**src/itep_pkg.sv**
```systemverilog
// Shared types and constants for the interrupt table entry parser.
// No dependencies; every other file refers to this package by scoped names.
`timescale 1ns / 1ps

package itep_pkg;

   // default caps on the number of records kept
   localparam int MAX_PROCESSORS_DEFAULT = 64;
   localparam int MAX_IO_UNITS_DEFAULT   = 16;

   // table layout
   localparam int          ENTRY_BUF      = 12;
   localparam logic [31:0] ENTRY_FIRST    = 32'd44;
   localparam logic [31:0] HDR_LEN_OFF    = 32'd4;
   localparam logic [31:0] HDR_LOCAL_OFF  = 32'd36;
   localparam logic [63:0] LOCAL_DEFAULT  = 64'h0000_0000_FEE0_0000;
   localparam logic [7:0]  ENABLED_BIT    = 8'h01;
   localparam logic [31:0] OFFSET_MAX     = 32'hFFFF_FFFF;

   // entry type codes
   localparam logic [7:0] ENTRY_CPU      = 8'd0;
   localparam logic [7:0] ENTRY_IO       = 8'd1;
   localparam logic [7:0] ENTRY_OVERRIDE = 8'd5;

   // field widths of the result channel
   localparam int CPU_TOTAL_W = 7;
   localparam int IO_TOTAL_W  = 5;

   typedef enum logic [1:0] {
      KIND_CPU     = 2'd0,
      KIND_IO      = 2'd1,
      KIND_SUMMARY = 2'd2
   } record_kind_type;

   typedef struct packed {
      record_kind_type         record_kind;
      logic [7:0]              processor_uid;
      logic [7:0]              unit_id;
      logic [31:0]             io_base_addr;
      logic [31:0]             irq_base;
      logic [63:0]             local_base_addr;
      logic [CPU_TOTAL_W-1:0]  cpu_total;
      logic [IO_TOTAL_W-1:0]   io_total;
      logic                    success;
      logic                    run_end;
   } result_type;

endpackage

```
**src/itep_if.sv**
```systemverilog
// Stream channel interfaces for the interrupt table entry parser.
// Depends on itep_pkg for the record kind type and the count field widths.
`timescale 1ns / 1ps

interface itep_req_if;
   logic       valid;
   logic       ready;
   logic [7:0] data_byte;
   logic       final_byte;

   modport source (output valid, output data_byte, output final_byte, input ready);
   modport sink   (input valid, input data_byte, input final_byte, output ready);
endinterface

interface itep_rsp_if;
   logic                             valid;
   logic                             ready;
   itep_pkg::record_kind_type        record_kind;
   logic [7:0]                       processor_uid;
   logic [7:0]                       unit_id;
   logic [31:0]                      io_base_addr;
   logic [31:0]                      irq_base;
   logic [63:0]                      local_base_addr;
   logic [itep_pkg::CPU_TOTAL_W-1:0] cpu_total;
   logic [itep_pkg::IO_TOTAL_W-1:0]  io_total;
   logic                             success;
   logic                             run_end;

   modport source (output valid, output record_kind, output processor_uid,
                   output unit_id, output io_base_addr, output irq_base,
                   output local_base_addr, output cpu_total, output io_total,
                   output success, output run_end, input ready);
   modport sink   (input valid, input record_kind, input processor_uid,
                   input unit_id, input io_base_addr, input irq_base,
                   input local_base_addr, input cpu_total, input io_total,
                   input success, input run_end, output ready);
endinterface

```
**src/interrupt_table_entry_parser_top.sv**
```systemverilog
// Top level of the interrupt table entry parser: byte parser and result queue.
// Depends on itep_pkg and the channel interfaces in itep_if.sv.
`timescale 1ns / 1ps

// Takes one table byte per cycle on the request channel, header first. Each
// accepted byte is parsed in the cycle it is transferred: header fields are
// captured, the type-length entry under the current offset is collected, and
// any record it completes, plus the summary on a final byte, is written into
// a three-deep result queue. A result is registered in the queue as its byte
// is transferred. A byte makes zero, one or two results. Request ready is high
// while at most one result is queued, so with the result side taking one
// result per cycle the block takes one byte per cycle, except that a byte
// that makes two results (a final byte that completes a record) holds request
// ready low until the queue is back to one result; a slower result side
// throttles requests through the queue fill. A final byte returns all parse
// state to its reset values, so the next byte starts a new table.
// There is no clearing pass after reset.
module interrupt_table_entry_parser_top #(
   parameter int MAX_PROCESSORS = itep_pkg::MAX_PROCESSORS_DEFAULT,
   parameter int MAX_IO_UNITS   = itep_pkg::MAX_IO_UNITS_DEFAULT
) (
   input  logic      clock,
   input  logic      reset,
   itep_req_if.sink  req_chan,
   itep_rsp_if.source rsp_chan
);

   localparam int PCNT_W  = $clog2(MAX_PROCESSORS + 1);
   localparam int IOCNT_W = $clog2(MAX_IO_UNITS + 1);
   localparam int QDEPTH  = 3;

   // parse state
   logic [31:0]       byte_offset_ff, byte_offset_in;
   logic [31:0]       table_length_ff, table_length_in;
   logic [63:0]       local_address_ff, local_address_in;
   logic [31:0]       entry_start_ff, entry_start_in;
   logic [7:0]        entry_ff [itep_pkg::ENTRY_BUF];
   logic [7:0]        entry_in [itep_pkg::ENTRY_BUF];
   logic [PCNT_W-1:0] pcount_ff, pcount_in;
   logic [IOCNT_W-1:0] iocount_ff, iocount_in;
   logic              halted_ff, halted_in;

   // result queue
   itep_pkg::result_type queue_ff [QDEPTH];
   itep_pkg::result_type queue_in [QDEPTH];
   logic [1:0]        qcount_ff, qcount_in;

   // per-byte results
   logic              req_xfer;
   logic              rsp_xfer;
   logic              rec_push;
   logic              sum_push;
   itep_pkg::result_type rec_res;
   itep_pkg::result_type sum_res;

   assign req_chan.ready = (qcount_ff <= 2'd1);
   assign req_xfer       = req_chan.valid && req_chan.ready;
   assign rsp_xfer       = rsp_chan.valid && rsp_chan.ready;

   // byte parse: header capture, entry collection, record and summary build
   always_comb begin
      logic [31:0] off;
      logic [7:0]  b;
      logic [1:0]  lane;
      logic        active;
      logic [31:0] idx;
      logic [7:0]  len;
      logic [7:0]  buf_w [itep_pkg::ENTRY_BUF];
      logic [31:0] addr_lo;
      logic [31:0] addr_hi;
      logic        finish;

      off  = byte_offset_ff;
      b    = req_chan.data_byte;
      lane = off[1:0];

      table_length_in  = table_length_ff;
      local_address_in = local_address_ff;
      entry_start_in   = entry_start_ff;
      pcount_in        = pcount_ff;
      iocount_in       = iocount_ff;
      halted_in        = halted_ff;
      rec_push         = 1'b0;
      rec_res          = '0;
      finish           = 1'b0;

      // header fields
      if ((off >> 2) == (itep_pkg::HDR_LEN_OFF >> 2)) begin
         table_length_in[8*lane +: 8] = b;
      end
      if (off == itep_pkg::HDR_LOCAL_OFF) begin
         local_address_in = {56'd0, b};
      end else if ((off >> 2) == (itep_pkg::HDR_LOCAL_OFF >> 2)) begin
         local_address_in[8*lane +: 8] = b;
      end

      // entry collection
      active = !halted_ff && (off >= entry_start_ff) && (entry_start_ff < table_length_in);
      idx    = off - entry_start_ff;
      for (int i = 0; i < itep_pkg::ENTRY_BUF; i++) begin
         buf_w[i] = (idx == 32'd0) ? 8'd0 : entry_ff[i];
         if (idx == 32'(i)) begin
            buf_w[i] = b;
         end
      end
      len     = buf_w[1];
      addr_lo = {buf_w[7], buf_w[6], buf_w[5], buf_w[4]};
      addr_hi = {buf_w[11], buf_w[10], buf_w[9], buf_w[8]};

      if (active && (idx != 32'd0)) begin
         if (len == 8'd0) begin
            halted_in = 1'b1;
         end else if (({1'b0, idx} + 33'd1) >= {25'd0, len}) begin
            if (({1'b0, entry_start_ff} + {25'd0, len}) > {1'b0, table_length_in}) begin
               halted_in = 1'b1;
            end else begin
               finish         = 1'b1;
               entry_start_in = entry_start_ff + {24'd0, len};
            end
         end
      end

      // completed entry
      if (finish) begin
         case (buf_w[0])
            itep_pkg::ENTRY_CPU: begin
               if (((buf_w[4] & itep_pkg::ENABLED_BIT) != 8'd0) &&
                   (pcount_ff < PCNT_W'(MAX_PROCESSORS))) begin
                  pcount_in             = pcount_ff + PCNT_W'(1);
                  rec_push              = 1'b1;
                  rec_res.record_kind   = itep_pkg::KIND_CPU;
                  rec_res.processor_uid = buf_w[2];
                  rec_res.unit_id       = buf_w[3];
               end
            end
            itep_pkg::ENTRY_IO: begin
               if (iocount_ff < IOCNT_W'(MAX_IO_UNITS)) begin
                  iocount_in           = iocount_ff + IOCNT_W'(1);
                  rec_push             = 1'b1;
                  rec_res.record_kind  = itep_pkg::KIND_IO;
                  rec_res.unit_id      = buf_w[2];
                  rec_res.io_base_addr = addr_lo;
                  rec_res.irq_base     = addr_hi;
               end
            end
            itep_pkg::ENTRY_OVERRIDE: begin
               local_address_in = {addr_hi, addr_lo};
            end
            default: begin
            end
         endcase
      end

      // entry buffer next value; a length-one entry hands this byte on as a type
      for (int i = 0; i < itep_pkg::ENTRY_BUF; i++) begin
         entry_in[i] = buf_w[i];
      end
      if (finish && ({24'd0, len} <= idx)) begin
         for (int i = 0; i < itep_pkg::ENTRY_BUF; i++) begin
            entry_in[i] = 8'd0;
         end
         entry_in[0] = b;
      end

      byte_offset_in = (off == itep_pkg::OFFSET_MAX) ? off : off + 32'd1;

      // summary
      sum_push                = req_chan.final_byte;
      sum_res                 = '0;
      sum_res.record_kind     = itep_pkg::KIND_SUMMARY;
      sum_res.local_base_addr = local_address_in;
      sum_res.cpu_total       = itep_pkg::CPU_TOTAL_W'(pcount_in);
      sum_res.io_total        = itep_pkg::IO_TOTAL_W'(iocount_in);
      sum_res.success         = (pcount_in != '0);
      sum_res.run_end         = 1'b1;
      rec_res.run_end         = !req_chan.final_byte;

      // a final byte starts the next table from reset values
      if (req_chan.final_byte) begin
         byte_offset_in   = 32'd0;
         table_length_in  = 32'd0;
         local_address_in = itep_pkg::LOCAL_DEFAULT;
         entry_start_in   = itep_pkg::ENTRY_FIRST;
         pcount_in        = '0;
         iocount_in       = '0;
         halted_in        = 1'b0;
         for (int i = 0; i < itep_pkg::ENTRY_BUF; i++) begin
            entry_in[i] = 8'd0;
         end
      end
   end

   // parse state registers
   always_ff @(posedge clock) begin
      if (reset) begin
         byte_offset_ff   <= 32'd0;
         table_length_ff  <= 32'd0;
         local_address_ff <= itep_pkg::LOCAL_DEFAULT;
         entry_start_ff   <= itep_pkg::ENTRY_FIRST;
         pcount_ff        <= '0;
         iocount_ff       <= '0;
         halted_ff        <= 1'b0;
         for (int i = 0; i < itep_pkg::ENTRY_BUF; i++) begin
            entry_ff[i] <= 8'd0;
         end
      end else if (req_xfer) begin
         byte_offset_ff   <= byte_offset_in;
         table_length_ff  <= table_length_in;
         local_address_ff <= local_address_in;
         entry_start_ff   <= entry_start_in;
         pcount_ff        <= pcount_in;
         iocount_ff       <= iocount_in;
         halted_ff        <= halted_in;
         for (int i = 0; i < itep_pkg::ENTRY_BUF; i++) begin
            entry_ff[i] <= entry_in[i];
         end
      end
   end

   // result queue: pop from the head, append record then summary
   always_comb begin
      logic [1:0] base;
      logic       push_a;
      logic       push_b;
      itep_pkg::result_type item_a;

      base   = qcount_ff - {1'b0, rsp_xfer};
      push_a = req_xfer && (rec_push || sum_push);
      push_b = req_xfer && rec_push && sum_push;
      item_a = rec_push ? rec_res : sum_res;

      for (int i = 0; i < QDEPTH; i++) begin
         if (rsp_xfer && (i < QDEPTH - 1)) begin
            queue_in[i] = queue_ff[(i < QDEPTH - 1) ? i + 1 : i];
         end else begin
            queue_in[i] = queue_ff[i];
         end
         if (push_a && (base == 2'(i))) begin
            queue_in[i] = item_a;
         end
         if (push_b && ((base + 2'd1) == 2'(i))) begin
            queue_in[i] = sum_res;
         end
      end
      qcount_in = base + {1'b0, push_a} + {1'b0, push_b};
   end

   always_ff @(posedge clock) begin
      if (reset) begin
         qcount_ff <= 2'd0;
      end else begin
         qcount_ff <= qcount_in;
      end
   end

   always_ff @(posedge clock) begin
      for (int i = 0; i < QDEPTH; i++) begin
         queue_ff[i] <= queue_in[i];
      end
   end

   // result channel driven from the queue head
   assign rsp_chan.valid           = (qcount_ff != 2'd0);
   assign rsp_chan.record_kind     = queue_ff[0].record_kind;
   assign rsp_chan.processor_uid   = queue_ff[0].processor_uid;
   assign rsp_chan.unit_id         = queue_ff[0].unit_id;
   assign rsp_chan.io_base_addr    = queue_ff[0].io_base_addr;
   assign rsp_chan.irq_base        = queue_ff[0].irq_base;
   assign rsp_chan.local_base_addr = queue_ff[0].local_base_addr;
   assign rsp_chan.cpu_total       = queue_ff[0].cpu_total;
   assign rsp_chan.io_total        = queue_ff[0].io_total;
   assign rsp_chan.success         = queue_ff[0].success;
   assign rsp_chan.run_end         = queue_ff[0].run_end;

`ifndef SYNTHESIS
   // a halted parse produces no records
   a_halted_no_record: assert property (@(posedge clock) disable iff (reset)
      halted_ff |-> !rec_push)
      else $error("record built while parsing is halted");

   // a summary always closes the results of its byte
   a_summary_run_end: assert property (@(posedge clock) disable iff (reset)
      (rsp_xfer && (rsp_chan.record_kind == itep_pkg::KIND_SUMMARY)) |-> rsp_chan.run_end)
      else $error("summary without run_end");

   // a final byte restarts the offset for the next table
   a_final_restart: assert property (@(posedge clock) disable iff (reset)
      (req_xfer && req_chan.final_byte) |=> (byte_offset_ff == 32'd0))
      else $error("offset not restarted after final byte");

   // entries never start inside the header
   a_entry_start_floor: assert property (@(posedge clock) disable iff (reset)
      entry_start_ff >= itep_pkg::ENTRY_FIRST)
      else $error("entry start below first entry offset");

   // the queue never overflows its three slots
   a_queue_bound: assert property (@(posedge clock) disable iff (reset)
      (qcount_ff <= 2'd1) || !req_xfer)
      else $error("request transfer with queue too full");
`endif

endmodule
```
**src/flat_wrapper.sv**
```systemverilog
// flat-port wrapper written by rule: the top's interface ports become plain ports
module interrupt_table_entry_parser_top_flat 
#(
   parameter int MAX_PROCESSORS = itep_pkg::MAX_PROCESSORS_DEFAULT,
   parameter int MAX_IO_UNITS   = itep_pkg::MAX_IO_UNITS_DEFAULT
)
  (clock, reset, req_chan_valid, req_chan_data_byte, req_chan_final_byte, req_chan_ready, rsp_chan_valid, rsp_chan_record_kind, rsp_chan_processor_uid, rsp_chan_unit_id, rsp_chan_io_base_addr, rsp_chan_irq_base, rsp_chan_local_base_addr, rsp_chan_cpu_total, rsp_chan_io_total, rsp_chan_success, rsp_chan_run_end, rsp_chan_ready);
  itep_req_if req_chan_i ();
  itep_rsp_if rsp_chan_i ();
  input  logic clock;
  input  logic reset;
  input wire logic [$bits(req_chan_i.valid)-1:0] req_chan_valid;
  input wire logic [$bits(req_chan_i.data_byte)-1:0] req_chan_data_byte;
  input wire logic [$bits(req_chan_i.final_byte)-1:0] req_chan_final_byte;
  output wire logic [$bits(req_chan_i.ready)-1:0] req_chan_ready;
  output wire logic [$bits(rsp_chan_i.valid)-1:0] rsp_chan_valid;
  output wire logic [$bits(rsp_chan_i.record_kind)-1:0] rsp_chan_record_kind;
  output wire logic [$bits(rsp_chan_i.processor_uid)-1:0] rsp_chan_processor_uid;
  output wire logic [$bits(rsp_chan_i.unit_id)-1:0] rsp_chan_unit_id;
  output wire logic [$bits(rsp_chan_i.io_base_addr)-1:0] rsp_chan_io_base_addr;
  output wire logic [$bits(rsp_chan_i.irq_base)-1:0] rsp_chan_irq_base;
  output wire logic [$bits(rsp_chan_i.local_base_addr)-1:0] rsp_chan_local_base_addr;
  output wire logic [$bits(rsp_chan_i.cpu_total)-1:0] rsp_chan_cpu_total;
  output wire logic [$bits(rsp_chan_i.io_total)-1:0] rsp_chan_io_total;
  output wire logic [$bits(rsp_chan_i.success)-1:0] rsp_chan_success;
  output wire logic [$bits(rsp_chan_i.run_end)-1:0] rsp_chan_run_end;
  input wire logic [$bits(rsp_chan_i.ready)-1:0] rsp_chan_ready;
  assign req_chan_i.valid = req_chan_valid;
  assign req_chan_i.data_byte = req_chan_data_byte;
  assign req_chan_i.final_byte = req_chan_final_byte;
  assign req_chan_ready = req_chan_i.ready;
  assign rsp_chan_valid = rsp_chan_i.valid;
  assign rsp_chan_record_kind = rsp_chan_i.record_kind;
  assign rsp_chan_processor_uid = rsp_chan_i.processor_uid;
  assign rsp_chan_unit_id = rsp_chan_i.unit_id;
  assign rsp_chan_io_base_addr = rsp_chan_i.io_base_addr;
  assign rsp_chan_irq_base = rsp_chan_i.irq_base;
  assign rsp_chan_local_base_addr = rsp_chan_i.local_base_addr;
  assign rsp_chan_cpu_total = rsp_chan_i.cpu_total;
  assign rsp_chan_io_total = rsp_chan_i.io_total;
  assign rsp_chan_success = rsp_chan_i.success;
  assign rsp_chan_run_end = rsp_chan_i.run_end;
  assign rsp_chan_i.ready = rsp_chan_ready;
  interrupt_table_entry_parser_top #(.MAX_PROCESSORS(MAX_PROCESSORS), .MAX_IO_UNITS(MAX_IO_UNITS)) u_core (.clock(clock), .reset(reset), .req_chan(req_chan_i), .rsp_chan(rsp_chan_i));
endmodule
```
**config.mk**
```make
export PLATFORM = sky130hd
export DESIGN_NAME = interrupt_table_entry_parser_top_flat
export DESIGN_NICKNAME = d
export VERILOG_FILES = /design/src/itep_pkg.sv /design/src/itep_if.sv /design/src/interrupt_table_entry_parser_top.sv /design/src/flat_wrapper.sv
export SDC_FILE = /design/constraint.sdc
export NUM_CORES = 2
export LEC_CHECK = 0
export BUFFER_PORTS_ARGS = -buffer_cell sky130_fd_sc_hd__buf_2
export CAP_MARGIN = 20
export CORE_AREA = 2 2 306 308
export DETAILED_ROUTE_END_ITERATION = 10
export DIE_AREA = 0 0 308 310
export PLACE_DENSITY = 0.57
export SETUP_SLACK_MARGIN = 0.3
export SLEW_MARGIN = 10
export SYNTH_ARGS = -nofsm -noshare
export SYNTH_HDL_FRONTEND = slang
export SYNTH_SLANG_ARGS = --single-unit
export TNS_END_PERCENT = 10
```
**constraint.sdc**
```tcl
create_clock -name clock -period 12.85 [get_ports clock]
set_clock_uncertainty 0.1 [all_clocks]
set_input_delay 0.6425 -clock clock [delete_from_list [all_inputs] [get_ports clock]]
set_output_delay 0.6425 -clock clock [all_outputs]
set_load 0.005 [all_outputs]
```
==> summary.md <==
| Metric | Value |
|---|---|
| Status | `complete, no violations` |
| Max-slew violations | `0` |
| Place WS | `0.852 ns` |
| Maximum buffer depth of the clock tree | `3` |
| Post-Synth XOR/XNOR Area | `2.02%` |
| Mux share of post-synthesis cell area | `2.79%` |
| Die area | `95,500 um2` |
| Worst slew margin | `26.9%` |
| FMAX | `85.5 MHz` |
| Largest net degree at the start of global routing | `166` |
| Final setup vio count | `0` |
| Post-DP Area | `40,500 um2` |
| Post-route minimum period | `11.70 ns` |
| Total of max-cap violations | `0` |
| Final Non-Filler Cells | `5,698` |
| Synthesized area per cell | `8.70 um2` |
| Post-CTS Hold Buffers | `0` |
| Crit path buf inv count | `7` |
| Final period utilization | `91.0%` |
| Netlist cell types | `80` |
| Hold Crit Class | `in2reg` |
| Die X | `308 um` |
| Crit path arrival time | `11.94 ns` |
| FFs w/ async S/R, synth | `0%` |
| Worst skew pair latency | `0.67 ns` |
| Setup TNS | `0 ns` |
| Largest family of logic cells by synthesized area | `simple AND/OR/NAND/NOR gates` |
| Initial Util | `42.6%` |
| Vias per std cell | `5.70` |
| CTS tree | `done` |
| Post-Syn Area | `39,400 um2` |
| Hold_sp | `reset` |
| Pleak | `17.9 nW` |
| Worst-margin pin slew | `1.09 ns` |
| Worst-path clk slew | `0.07 ns` |
| # DRC | `0` |
| Required time of the critical path | `13.09 ns` |
| Number of routed nets with antenna violations | `0` |
| H-tree Lvls | `3` |
| Post-synthesis net count | `4,681` |
| Synthesis-to-finish area growth | `10.4%` |
| Reg-to-Reg Start | `u_core.byte_offset_ff[0]` |
| Hpwl dp | `82,500 um` |
| Crit path launch | `u_core.byte_offset_ff[0]` |
| Sinks on Clock Net | `751` |
| Initial antenna violation count | `13` |
| Synth Area in Adders | `4.39%` |
| Synthesis warning total | `0` |
| Fin. Hold Viols | `0` |
| GP Congestion | `0.983` |
| Setup ws final | `1.15 ns` |
| Row cnt | `112` |
| First-pass iteration count of the detailed router | `5` |
| Post-Synthesis Cells | `4,531` |
| Prevailing post-synth register cell | `dfxtp_1` |
| Post-synthesis sequential area ratio | `46.5%` |
| #FFs+latches synth | `751` |
| Worst setup EP type | `flip-flop` |
| Fillcell total | `8,953` |
| Post-Synth Simple-Gate Area | `20.1%` |
| CP dominant cell by count | `inv_1` |
| Crit path largest cell delay | `0.79 ns` |
| Root buf cell | `clkbuf_16` |
| Layout Nets | `4,581` |
| Port Buffers | `174` |
| VDD IR max | `0.000110 V` |
| Detailed router's first-iteration violation count | `3,122` |
| Vias | `32,500` |
| Post-synth EDFFs | `327` |
| Drt total wl | `121,000 um` |
| Wirelength per Cell | `21.2 um` |
| Design area | `43,500 um2` |
| Share of cells above drive strength 1 | `10.5%` |
| Die H | `310 um` |
| Unrepaired setup endpoints after global routing | `false` |
| Highest-delay cell along the critical path | `a31oi_1` |
| Crit Path Category | `reg2reg` |
| I/O pin cnt | `175` |
| Worst setup SP type | `flip-flop` |
| Critical-path maximum fanout | `38` |
| CTS buffer count | `84` |
| Cell family with most CP delay | `compound AO/OA/AOI/OAI gates` |
| Total track usage | `24.8%` |
| Compound-gate portion of the synthesized area | `17.2%` |
| Core area | `92,500 um2` |
| Post-placement cell count | `5,540` |
| First-pass GRT wire length | `184,000 um` |
| Grt ovf | `0` |
| P per Cell Area | `165 nW/um2` |
| Vias in the first global route | `29,400` |
==> sequential cells by signal, indices dropped and copies added, names as in the netlist <==
| name | cells |
|---|---|
| u_core.entry_ff | 96 |
| u_core.queue_ff | 480 |
| u_core.byte_offset_ff | 32 |
| u_core.entry_start_ff | 32 |
| u_core.qcount_ff | 2 |
| u_core.halted_ff | 1 |
| u_core.table_length_ff | 32 |
| u_core.iocount_ff | 5 |
| u_core.local_address_ff | 64 |
| u_core.pcount_ff | 7 |
==> cells in the final DEF (no fill, tap or decap), types with 13 or more instances in the layout <==
master	instances
nand2b_1	13
o21ai_1	18
edfxtp_1	327
nand3_1	161
buf_12	24
a21o_1	41
clkbuf_8	17
nor2b_1	49
clkbuf_16	86
nand4_1	46
a22o_1	124
a31oi_1	27
xnor2_1	55
and3_1	37
clkinv_2	15
xor2_1	36
dfxtp_1	424
o21ai_0	285
ha_1	135
or2_2	14
nor3_1	38
a21oi_1	348
o21a_1	18
buf_4	77
and4_1	18
and2_1	14
nor2_1	704
mux2i_1	103
o2bb2ai_1	51
nor4_1	24
a22oi_1	42
nand2_1	635
o211ai_1	16
inv_1	74
or3_1	16
clkbuf_1	13
buf_2	174
==> cells in the mapped netlist (all sizes together) (49+ instances only) <==
library cell  number  share of area (%)
nor2             710                6.8
nand2            640                6.1
dfxtp            424                 22
a21oi            351                4.5
edfxtp           327                 25
o21ai            305                3.9
buf              256                4.3
clkbuf           205                2.0
nand3            162                2.1
ha               135                4.3
a22o             124                2.8
mux2i            103                2.6
inv               76               0.72
xnor2             55                1.2
o2bb2ai           51                1.1
nor2b             49               0.78
==> metrics by stage <==
step,power [W],utilization [%],hold WS (ns)
floorplan,0.00421,-,0.315
global placement,0.00460,43.8,0.327
detailed placement,0.00461,43.8,0.333
CTS,0.00722,47.0,0.219
global route,0.00749,47.0,0.253
finish,0.00716,47.0,0.252
==> area by class of cell <==
type,instances,area (um2),area share (%)
inverter,76,290,0.667
clock buffer,117,2440,5.61
sequential,751,18300,42.1
antenna,1,2.50,0.00575
tap,1197,1500,3.44
clock inverter,38,569,1.31
timing repair buffer,275,1930,4.43
multi-input combinational,3243,18500,42.5
==> final timing paths <==
path | end | slack, ns | depth (start not counted)
worst max-delay path | u_core.queue_ff[0][190] | 1.15 | 42
worst max register to register | u_core.queue_ff[0][190] | 1.15 | 42
worst min register to register | u_core.table_length_ff[18] | 0.35 | 2
worst min-delay path | u_core.byte_offset_ff[0] | 0.25 | 2
==> logic make-up (layout without fill, tap and decap cells) <==
group           after synthesis  in the layout
simple gates               1823           1823
compound gates             1083           1083
flops                       751            751
buf+inv                     537            506
fa+ha+maj                   137            137
mux                         109            109
xor+xnor                     91             91
other cells                   0              1
==> metal layers <==
metal	wire length, um	vias up	global-route usage (%)
li1	-	15600	-
met1	58300	15600	37.6
met2	51400	1070	36.6
met3	8760	155	3.79
met4	2310	14	6.04
met5	93	-	0
==> where the power goes <==
part	total [W]	internal [W]	switching (W)
registers	0.00306	0.00292	0.000144
logic	0.00149	0.000507	0.000988
clock network	0.00260	0.00156	0.00104
==> timing repair <==
action | in CTS | in global routing
buffers inserted | 0 | 0
endpoints found under the setup margin | 0 | 906
resized for setup | 0 | 4
Note: power is estimated with default switching activity, not from simulation.
